### src/hdl/ccrc_pkg.sv
// shared types, constants and register indexes for the configurable crc engine
package ccrc_pkg;

  localparam int MAX_WORD_BITS = 32;
  localparam int DATA_W        = 32;
  localparam int CRC_W         = 32;
  localparam int OUT_W         = 31;
  localparam int ORDER_W       = 5;
  localparam int WIDTH_W       = 6;
  localparam int CFG_ADDR_W    = 2;
  localparam int CFG_DATA_W    = 32;
  localparam int TDATA_IN_W    = 32;
  localparam int TDATA_OUT_W   = 32;

  // the bit loop is cut into slices of this many dependent steps
  localparam int STEP_BITS = 8;
  localparam int NUM_STEPS = MAX_WORD_BITS / STEP_BITS;
  localparam int CNT_W     = $clog2(STEP_BITS + 1);

  localparam logic [ORDER_W-1:0] ORDER_RST = ORDER_W'(8);
  localparam logic [CRC_W-1:0]   POLY_RST  = CRC_W'(32'h0000_008C);
  localparam logic [WIDTH_W-1:0] WIDTH_RST = WIDTH_W'(8);

  typedef enum logic [CFG_ADDR_W-1:0] {
    REG_CRC_ORDER  = 2'd0,
    REG_POLYNOMIAL = 2'd1,
    REG_WORD_WIDTH = 2'd2
  } cfg_reg_t;

  typedef struct packed {
    logic [ORDER_W-1:0] crc_order;
    logic [CRC_W-1:0]   polynomial;
    logic [WIDTH_W-1:0] word_width;
  } cfg_t;

endpackage

### src/hdl/ccrc_byte_step.sv
// up to eight lsb-first crc shift steps on one slice of the data word
module ccrc_byte_step (
  input  logic [ccrc_pkg::CRC_W-1:0]     crc_in,
  input  logic [ccrc_pkg::STEP_BITS-1:0] data,
  input  logic [ccrc_pkg::CNT_W-1:0]     bit_cnt,
  input  logic [ccrc_pkg::CRC_W-1:0]     polynomial,
  output logic [ccrc_pkg::CRC_W-1:0]     crc_out
);

  always_comb begin
    logic [ccrc_pkg::CRC_W-1:0] c;
    logic                       fb;
    c  = crc_in;
    fb = 1'b0;
    for (int i = 0; i < ccrc_pkg::STEP_BITS; i++) begin
      if (ccrc_pkg::CNT_W'(i) < bit_cnt) begin
        fb = c[0] ^ data[i];
        c  = {1'b0, c[ccrc_pkg::CRC_W-1:1]} ^ (polynomial & {ccrc_pkg::CRC_W{fb}});
      end
    end
    crc_out = c;
  end

endmodule

### src/hdl/ccrc_update.sv
// preset, chained slice steps and output masking for one data word
module ccrc_update (
  input  ccrc_pkg::cfg_t                cfg,
  input  logic                          at_start,
  input  logic [ccrc_pkg::CRC_W-1:0]    crc_in,
  input  logic [ccrc_pkg::DATA_W-1:0]   data_word,
  output logic [ccrc_pkg::CRC_W-1:0]    crc_out,
  output logic [ccrc_pkg::OUT_W-1:0]    crc_value
);

  logic [ccrc_pkg::CRC_W-1:0]   order_mask;
  logic [ccrc_pkg::WIDTH_W-1:0] n_sat;
  logic [ccrc_pkg::CNT_W-1:0]   cnt   [ccrc_pkg::NUM_STEPS];
  logic [ccrc_pkg::CRC_W-1:0]   chain [ccrc_pkg::NUM_STEPS+1];

  assign order_mask = (ccrc_pkg::CRC_W'(1) << cfg.crc_order) - ccrc_pkg::CRC_W'(1);
  assign n_sat = (cfg.word_width > ccrc_pkg::WIDTH_W'(ccrc_pkg::MAX_WORD_BITS)) ?
                 ccrc_pkg::WIDTH_W'(ccrc_pkg::MAX_WORD_BITS) : cfg.word_width;

  // bits each slice consumes
  always_comb begin
    for (int k = 0; k < ccrc_pkg::NUM_STEPS; k++) begin
      if (n_sat >= ccrc_pkg::WIDTH_W'((k + 1) * ccrc_pkg::STEP_BITS)) begin
        cnt[k] = ccrc_pkg::CNT_W'(ccrc_pkg::STEP_BITS);
      end else if (n_sat > ccrc_pkg::WIDTH_W'(k * ccrc_pkg::STEP_BITS)) begin
        cnt[k] = ccrc_pkg::CNT_W'(n_sat - ccrc_pkg::WIDTH_W'(k * ccrc_pkg::STEP_BITS));
      end else begin
        cnt[k] = '0;
      end
    end
  end

  assign chain[0] = at_start ? order_mask : crc_in;

  for (genvar k = 0; k < ccrc_pkg::NUM_STEPS; k++) begin : g_step
    ccrc_byte_step u_step (
      .crc_in     (chain[k]),
      .data       (data_word[k*ccrc_pkg::STEP_BITS +: ccrc_pkg::STEP_BITS]),
      .bit_cnt    (cnt[k]),
      .polynomial (cfg.polynomial),
      .crc_out    (chain[k+1])
    );
  end

  assign crc_out   = chain[ccrc_pkg::NUM_STEPS];
  assign crc_value = ccrc_pkg::OUT_W'(~chain[ccrc_pkg::NUM_STEPS] & order_mask);

endmodule

### src/hdl/configurable_crc_engine_core.sv
// top level of the configurable reflected crc engine
//
// usage: data words arrive on the in_ stream, one beat per word; in_tlast
// marks the final word of a block. the low word_width bits of each word are
// shifted into the crc lsb first. on the last beat of a block one result beat
// leaves on the out_ stream carrying the inverted crc masked to crc_order
// bits, and the next beat starts a new block from an all-ones preset.
// flow: an advancing beat loads the crc register and, for a last beat, the
// result register. throughput: one beat per cycle unless a held result stalls
// a last beat; the whole word goes through a chain of four 8-bit step slices
// between the input register and the crc register. the user must write
// configuration (crc_order, polynomial, word_width) through the cfg_ port
// while the block is idle, one register per cycle; the block does not
// enforce this. reset: synchronous, active low; clears both beat registers,
// restores the register defaults and arms the preset for the first block.
// stall: a held result stops only last beats; other beats keep flowing, and
// the input register takes a new beat whenever its content moves on.
module configurable_crc_engine_core (
  input  logic                                clk,
  input  logic                                rst_n,
  input  logic                                cfg_we,
  input  logic [ccrc_pkg::CFG_ADDR_W-1:0]     cfg_addr,
  input  logic [ccrc_pkg::CFG_DATA_W-1:0]     cfg_wdata,
  input  logic                                in_tvalid,
  output logic                                in_tready,
  input  logic [ccrc_pkg::TDATA_IN_W-1:0]     in_tdata,   // [31:0] data_word
  input  logic                                in_tlast,
  output logic                                out_tvalid,
  input  logic                                out_tready,
  output logic [ccrc_pkg::TDATA_OUT_W-1:0]    out_tdata   // [30:0] crc_value, [31] zero
);

  ccrc_pkg::cfg_t                  cfg_r;
  logic                            in_valid_r;
  logic [ccrc_pkg::DATA_W-1:0]     in_data_r;
  logic                            in_last_r;
  logic                            at_start_r;
  logic [ccrc_pkg::CRC_W-1:0]      crc_r;
  logic                            out_valid_r;
  logic [ccrc_pkg::OUT_W-1:0]      out_crc_r;
  logic [ccrc_pkg::CRC_W-1:0]      crc_nxt;
  logic [ccrc_pkg::OUT_W-1:0]      crc_value;
  logic                            advance;
  logic [ccrc_pkg::CRC_W-1:0]      out_mask;

  // configuration registers
  always_ff @(posedge clk) begin
    if (!rst_n) begin
      cfg_r.crc_order  <= ccrc_pkg::ORDER_RST;
      cfg_r.polynomial <= ccrc_pkg::POLY_RST;
      cfg_r.word_width <= ccrc_pkg::WIDTH_RST;
    end else if (cfg_we) begin
      case (cfg_addr)
        ccrc_pkg::REG_CRC_ORDER:  cfg_r.crc_order  <= cfg_wdata[ccrc_pkg::ORDER_W-1:0];
        ccrc_pkg::REG_POLYNOMIAL: cfg_r.polynomial <= cfg_wdata[ccrc_pkg::CRC_W-1:0];
        ccrc_pkg::REG_WORD_WIDTH: cfg_r.word_width <= cfg_wdata[ccrc_pkg::WIDTH_W-1:0];
        default: ;
      endcase
    end
  end

  // a non-last beat never needs the output slot
  assign advance   = in_valid_r && (!in_last_r || !out_valid_r || out_tready);
  assign in_tready = !in_valid_r || advance;

  always_ff @(posedge clk) begin
    if (!rst_n) begin
      in_valid_r <= 1'b0;
    end else if (in_tready) begin
      in_valid_r <= in_tvalid;
    end
  end

  always_ff @(posedge clk) begin
    if (in_tready && in_tvalid) begin
      in_data_r <= in_tdata;
      in_last_r <= in_tlast;
    end
  end

  ccrc_update u_update (
    .cfg       (cfg_r),
    .at_start  (at_start_r),
    .crc_in    (crc_r),
    .data_word (in_data_r),
    .crc_out   (crc_nxt),
    .crc_value (crc_value)
  );

  always_ff @(posedge clk) begin
    if (!rst_n) begin
      at_start_r <= 1'b1;
    end else if (advance) begin
      at_start_r <= in_last_r;
    end
  end

  always_ff @(posedge clk) begin
    if (advance) begin
      crc_r <= crc_nxt;
    end
  end

  always_ff @(posedge clk) begin
    if (!rst_n) begin
      out_valid_r <= 1'b0;
    end else if (advance && in_last_r) begin
      out_valid_r <= 1'b1;
    end else if (out_tready) begin
      out_valid_r <= 1'b0;
    end
  end

  always_ff @(posedge clk) begin
    if (advance && in_last_r) begin
      out_crc_r <= crc_value;
    end
  end

  assign out_tvalid = out_valid_r;
  assign out_tdata  = {1'b0, out_crc_r};

  assign out_mask = (ccrc_pkg::CRC_W'(1) << cfg_r.crc_order) - ccrc_pkg::CRC_W'(1);

  a_result_from_last: assert property (@(posedge clk) disable iff (!rst_n)
    $rose(out_valid_r) |-> $past(advance && in_last_r))
    else $error("result appeared without a last beat");

  a_rearm_after_last: assert property (@(posedge clk) disable iff (!rst_n)
    (advance && in_last_r) |=> at_start_r)
    else $error("preset not armed after last beat");

  a_no_overwrite: assert property (@(posedge clk) disable iff (!rst_n)
    (in_valid_r && !advance) |=> (in_valid_r && $stable(in_data_r) && $stable(in_last_r)))
    else $error("held input beat was lost");

  a_result_masked: assert property (@(posedge clk) disable iff (!rst_n)
    out_valid_r |-> ((ccrc_pkg::CRC_W'(out_crc_r) & ~out_mask) == '0))
    else $error("result has bits above crc order");

endmodule
### config.mk
export PLATFORM = sky130hd
export DESIGN_NAME = configurable_crc_engine_core
export DESIGN_NICKNAME = d
export VERILOG_FILES = /design/src/hdl/ccrc_pkg.sv /design/src/hdl/ccrc_byte_step.sv /design/src/hdl/ccrc_update.sv /design/src/hdl/configurable_crc_engine_core.sv
export SDC_FILE = /design/constraint.sdc
export NUM_CORES = 2
export LEC_CHECK = 0
export ABC_AREA = 0
export BUFFER_PORTS_ARGS = -buffer_cell sky130_fd_sc_hd__buf_2
export CAP_MARGIN = 20
export CORE_MARGIN = 2
export CORE_UTILIZATION = 55
export CTS_BUF_LIST = sky130_fd_sc_hd__clkbuf_8
export CTS_CLUSTER_SIZE = 10
export DETAILED_ROUTE_END_ITERATION = 12
export MAX_ROUTING_LAYER = met4
export PLACE_DENSITY = 0.72
export SYNTH_ARGS = -nofsm -noshare
export SYNTH_HDL_FRONTEND = slang
export SYNTH_SLANG_ARGS = --single-unit
export TNS_END_PERCENT = 100
### constraint.sdc
create_clock -name clk -period 26.3 [get_ports clk]
set_input_delay 0 -clock clk [delete_from_list [all_inputs] [get_ports clk]]
set_output_delay 0 -clock clk [all_outputs]
set_load 0.05 [all_outputs]
# Word level (Yosys, flattened, before mapping)
# Index checks and enable logic that the tools add are counted.
dict set report totals {
  regBits 142
  in_bits 72
  output_inout_bits 34
  wordCells 214
}
dict set report op_classes {
  muxes 44
  bitwise_logic 98
  n_reduce_logical 14
  n_lt_le_gt_ge 41
  n_shift 1
  n_eq_ne 2
  addsub 4
}
# operator n
set op_table {}
lappend op_table {{$mux 32} 33}
lappend op_table {{$and 32x32->32} 32}
lappend op_table {{$xor 31x32->32} 32}
lappend op_table {{$lt 3x4->1 const A} 16}
lappend op_table {{$lt 1x4->1 const A} 8}
lappend op_table {{$lt 2x4->1 const A} 8}
lappend op_table {{$mux 4} 8}
lappend op_table {{$shl 1x5->32 const A} 1}
lappend op_table {{$sub 32x2->32 const B} 1}
lappend op_table {{$xor 1x1->1} 32}
lappend op_table {{$and 31x31->31} 1}
lappend op_table {{$not 31->31} 1}
lappend op_table {{$ge 6x5->1 const B} 2}
lappend op_table {{$gt 6x5->1 const B} 2}
lappend op_table {{$sub 4x4->4 const B} 2}
lappend op_table {{$ge 6x4->1 const B} 1}
lappend op_table {{$ge 6x6->1 const B} 1}
lappend op_table {{$gt 6x1->1 const B} 1}
lappend op_table {{$gt 6x4->1 const B} 1}
lappend op_table {{$gt 6x6->1 const B} 1}
lappend op_table {{$mux 6} 1}
lappend op_table {{$reduce_and 2->1} 3}
lappend op_table {{$sub 4x1->4 const B} 1}
lappend op_table {{$logic_and 1x1->1} 3}
lappend op_table {{7 further kinds} 12}

# Logic depth before layout (Yosys ltp)
dict set report logic_depth {
  word_depth 133
  depth_mapped 90
  ltp_nobuf 73
}

# Cells and area by module
# Synthesis repeated with hierarchy kept, for this count alone.
dict set report unflattened {
  cells_unflattened 5392
  hier_area_um2 36054.6
}
# mod cells_per_inst n_inst seq_area_each_um2 area_each_um2
set by_module_without_submodules {}
lappend by_module_without_submodules {{ccrc_byte_step at u_update.g_step[2].u_step ...} 1218 2 0.0 7653.6}
lappend by_module_without_submodules {{ccrc_byte_step at u_update.g_step[0].u_step ...} 1233 2 0.0 7455.9}
lappend by_module_without_submodules {configurable_crc_engine_core 293 1 3803.6 4738.3}
lappend by_module_without_submodules {ccrc_update 197 1 0.0 1097.3}

# Worst setup path before layout
# No wires, ideal clock.
dict set report synth_path {
  path_type {register -> register}
  start {register cfg_r[40] (netlist name)}
  end {register out_crc_r[2] (netlist name), data pin}
  synth_period_minus_slack_ns 20.181
  path_buffers 11
  path_stages_with_launch 84
  slack_ns 6.119
  required_ns 26.045
  arrival_ns 19.926
  setup_time_ns 0.255
  path_cell_list {dfxtp_1 clkbuf_1 clkbuf_1 nor3_1 nand3_1 ha_1 and2_1 nor2_1 o32ai_1 a311oi_2 mux2i_1 o22ai_1 o21ai_1 and3_1 buf_4 mux2i_2 mux2i_2 xnor3_1 [48 not listed] a31o_2 mux2i_1 nand4_2 and4_1 o31ai_1 buf_2 a31oi_1 o31ai_2 a211oi_2 or4_4 and3_1 clkbuf_2 a21o_1 a221o_1 buf_2 or4_1 o211ai_2 nor2_1}
}
dict set report synth_via {
  elab_chain_len 133
}
# element line_no
set synth_rtl {}
lappend synth_rtl {{from (decl)} configurable_crc_engine_core.sv:33} ;# ccrc_pkg::cfg_t cfg_r;
lappend synth_rtl {{$shl 1x5->32 *} --}
lappend synth_rtl {{$sub 32x2->32 *} --}
lappend synth_rtl {{$mux 32 *} ccrc_update.sv:33} ;# assign chain[0] = at_start ? order_mask : crc_in;
lappend synth_rtl {{$xor 1x1->1} ccrc_byte_step.sv:17} ;# fb = c[0] ^ data[i];
lappend synth_rtl {{$and 32x32->32} ccrc_byte_step.sv:18} ;# c = {1'b0, c[ccrc_pkg::CRC_W-1:1]} ^ (polynomial & {ccrc_pkg::CRC_W{fb}});
lappend synth_rtl {{$xor 31x32->32} ccrc_byte_step.sv:18}
lappend synth_rtl {{$mux 32 *} ccrc_byte_step.sv:16} ;# if (ccrc_pkg::CNT_W'(i) < bit_cnt) begin
lappend synth_rtl {{$xor 1x1->1} ccrc_byte_step.sv:17}
lappend synth_rtl {{[119 not listed]} --}
lappend synth_rtl {{$xor 1x1->1} ccrc_byte_step.sv:17}
lappend synth_rtl {{$and 32x32->32} ccrc_byte_step.sv:18}
lappend synth_rtl {{$xor 31x32->32} ccrc_byte_step.sv:18}
lappend synth_rtl {{$mux 32 *} ccrc_byte_step.sv:16}
lappend synth_rtl {{net crc_nxt (one bit)} configurable_crc_engine_core.sv:41} ;# logic [ccrc_pkg::CRC_W-1:0] crc_nxt;
lappend synth_rtl {{$not 31->31 *} ccrc_update.sv:46} ;# assign crc_value = ccrc_pkg::OUT_W'(~chain[ccrc_pkg::NUM_STEPS] & order_mask);
lappend synth_rtl {{$and 31x31->31 *} ccrc_update.sv:46}
lappend synth_rtl {{net crc_value (one bit)} configurable_crc_engine_core.sv:42} ;# logic [ccrc_pkg::OUT_W-1:0] crc_value;
lappend synth_rtl {{to (signal assigned)} configurable_crc_engine_core.sv:116} ;# out_crc_r <= crc_value;
lappend synth_rtl {{to (decl)} configurable_crc_engine_core.sv:40} ;# logic [ccrc_pkg::OUT_W-1:0] out_crc_r;
# The timed path passes the listed nets; every way through them passes the cells marked *.
# A chain may end at the register's enable or synchronous reset.

# Worst setup path in the final report
dict set report layout_path {
  start {register cfg_r[39] (netlist name)}
  end {register out_crc_r[3] (netlist name), data pin}
}
dict set report layout_via {
  elab_chain_len 133
}
# element line_no
set layout_rtl {}
lappend layout_rtl {{$shl 1x5->32 *} --}
lappend layout_rtl {{$sub 32x2->32 *} --}
lappend layout_rtl {{$mux 32} ccrc_update.sv:33}
lappend layout_rtl {{$xor 1x1->1} ccrc_byte_step.sv:17}
lappend layout_rtl {{$and 32x32->32} ccrc_byte_step.sv:18}
lappend layout_rtl {{$xor 31x32->32} ccrc_byte_step.sv:18}
lappend layout_rtl {{$mux 32} ccrc_byte_step.sv:16}
lappend layout_rtl {{$xor 1x1->1} ccrc_byte_step.sv:17}
lappend layout_rtl {{[118 not listed]} --}
lappend layout_rtl {{$mux 32} ccrc_byte_step.sv:16}
lappend layout_rtl {{$xor 1x1->1} ccrc_byte_step.sv:17}
lappend layout_rtl {{$and 32x32->32} ccrc_byte_step.sv:18}
lappend layout_rtl {{$xor 31x32->32} ccrc_byte_step.sv:18}
lappend layout_rtl {{$mux 32} ccrc_byte_step.sv:16}
lappend layout_rtl {{$not 31->31} ccrc_update.sv:46}
lappend layout_rtl {{$and 31x31->31 *} ccrc_update.sv:46}
lappend layout_rtl {{net crc_value (one bit)} configurable_crc_engine_core.sv:42}
# Marked as above.

==> impl_metrics.ini <==
[die]
io_pins = 106
core-area_mm2 = 0.0660
die-area_mm2 = 0.0689
dieWidth_um = 263
initial_core_util_pct = 55.7
num_rows = 94
die_y_um = 263

[setup_path]
r2r_start = cfg_r[39]
end_kind = register
startpoint = cfg_r[39]
max_stage_delay_ns = 0.67
worst_setup_path_start_kind = register
cp_max_fo = 54
required_ns = 26.61
critPathMostFrequentCell = buf_4
cpMaxStageDelayCell = nand4_1
crit_type = reg2reg
crit_arrival_ns = 24.83

[logic_synthesis]
synthAdderAreaFrac_pct = 0.0340
yosysTopAreaCell = xnor2_1
netlist_instances = 5525
synth_compound_area_share_pct = 29.8
synthArstFlopShare_pct = 0
synthFlopType = edfxtp_1
yosysTopAreaCellShare_pct = 11.5
synth-xor-area-share_pct = 18.8
synth_seq_cells = 142
ys_top_cells_by_area = xnor2_1 11%, mux2i_1 8.3%, edfxtp_1 7.8%
synth_cell_types = 129
synth_top_family_by_area = compound AO/OA/AOI/OAI gates
yosysSeqAreaShare_pct = 10.3
syn_area_per_cell_um2 = 6.65
netlist_area_mm2 = 0.0368
synth_edf_count = 96
synth-simple-area-share_pct = 25.5
yosys_warnings = 0
syn_nets = 5598
synth_mux_area_share_pct = 8.83

[place]
pre_cts_ws_ns = 1.27
port_buffers = 104
gp_congestion = 0.976
dp_hpwl_mm = 98.4

[global_route]
grt-ovfl-total = 0
grt_max_degree = 74
grt_pass1_wl_mm = 216
antenna_found_initial = 3
grt_pass1_vias = 36838
grtUsageTotal_pct = 40.4

[timing]
setup_ws_ns = 1.77
slew_headroom_pct = 29.3
fin_crit_ns = 24.53
grt_setup_unrepaired = no
setup_tns_ns = 0
finClkSkew_ns = 0.0359
max_freq_mhz = 40.8
finalCritPeriodShare_pct = 93.3
slew_viol_final = 0
setup_viol = 0
finalHoldViolCount = 0
worstMarginPinSlew_ns = 1.06

[layout]
areaGrowthSynthToFinish_pct = 6.34
final_common_cell = nand2_1
final_util_pct = 59.2
fin_nets = 5419
final_cell_mix = 724 x nand2_1, 482 x xnor2_1, 481 x nor2_1, 459 x a21oi_1, 323 x o21ai_0
fillers = 6247
drive_above_1_share_pct = 9.44

[pwr]
p_per_area_mw_per_mm2 = 94.1
ir_drop_uv = 69.7
p_leak_nw = 14.1

[clock_network]
cts_root_buffer = clkbuf_8
htreeDepth = 4
cts_buffers = 17
tritoncts = done
clk_path_buf_depth = 2
cts_sinks = 142
clock_latency_ns = 0.58
clk_pin_slew_worst_paths_ns = 0.13

[routing]
ant_nets = 0
num_vias = 41717
drt_iter0_markers = 4968
totalWireLength_mm = 143
wire_per_inst_um = 22.9
drc = 0
dr.pass1.iters = 6
vias_per_cell = 6.70

[job]
cap_violations = 0

[min_path]
hold_class = in2reg
worstHoldStart = in_tdata[28]

[status]
status = complete, no violations
## synthesized netlist by cell type, types with 20 or more instances
cell type and n:
nor4_1 46, and3_1 46, xnor2_1 482, nor2_1 483
a211o_1 43, a21oi_1 467, or4_1 25, nand2_1 725
xor2_1 280, o31ai_1 53, a211oi_1 66, nor3_1 182
or3_1 28, a22oi_1 20, o31a_1 24, edfxtp_1 96
o2111ai_1 27, mux2i_1 304, a31oi_1 95, nand2b_1 22
buf_1 52, nand4_1 72, inv_1 58, buf_2 34
o211ai_1 51, clkbuf_1 475, nand3_1 195, and2_1 45
o21ai_1 76, a31o_2 27, and4_1 50, dfxtp_1 46
o21ai_0 326, a21boi_0 34, a21o_1 58
## area by class of cell
cell class,instances,area (µm²),area share [%]
timing repair buffer,369,2740,7.00
multi-input combinational,4751,30800,78.7
sequential,142,3810,9.75
clock buffer,17,234,0.599
tap,864,1080,2.77
clock inverter,15,191,0.490
inverter,65,244,0.624
antenna,4,10.0,0.0256
## metrics by stage
stage,std cells,total power [mW],hold slack (ns),instance area (µm²)
floorplan,5525,2.73,0.0989,36800
global placement,6103,3.32,0.178,37700
detailed placement,6106,3.37,0.178,37800
CTS,6218,3.60,0.0890,39000
global route,6226,3.97,0.132,39100
finish,6227,3.68,0.124,39100
## state kept, by name, summed over array words and instances, names as in the netlist
register	count
in_valid_r	1
in_data_r	32
at_start_r	1
in_last_r	1
out_crc_r	31
out_tvalid	1
crc_r	32
cfg_r	43
## final timing paths
check                           cells after the start             to  slack (ns)
worst max-delay path                               82   out_crc_r[3]        1.77
worst min-delay path                                2  in_data_r[28]        0.12
worst max register to register                     82   out_crc_r[3]        1.77
worst min register to register                      2       cfg_r[0]        0.62
## metal layers
metal / vias to the layer above / track usage (%) / wire length, µm
met4: 0 / 24.1 / 10300
met1: 19249 / 50.7 / 56100
met3: 577 / 7.24 / 15100
li1: 19557 / - / -
met2: 2334 / 60.5 / 61100
met5: - / - / 0
## power breakdown
group,internal (mW),switching [mW],total (mW)
Clock,0.0817,0.127,0.209
Sequential,0.270,0.0159,0.285
Combinational,1.16,2.03,3.19
## cells by family after synthesis
group	count (synthesis)
simple gates	2005
compound gates	1649
xor+xnor	775
buf+inv	632
mux	320
flops	142
fa+ha+maj	1
other cells	1
## critical path, delay by kind of cell, from the launching register on
kind	cells	cell delay, ns
AND/OR/NAND/NOR	19	5.73
flip-flops	1	0.32
buffers and inverters	9	2.48
adder cells (fa/ha/maj)	1	0.31
AO/OA/AOI/OAI	43	12.31
XOR/XNOR	7	1.97
multiplexers	3	1.04
## what timing repair did
item | 4_1_cts | 5_1_grt
resized for setup | 0 | 9
hold endpoints to repair | 91 | 0
endpoints found under the setup margin | 0 | 63
hold buffers | 80 | 0
setup buffers | 0 | 4
No activity file was read; power rests on OpenSTA's default activity.
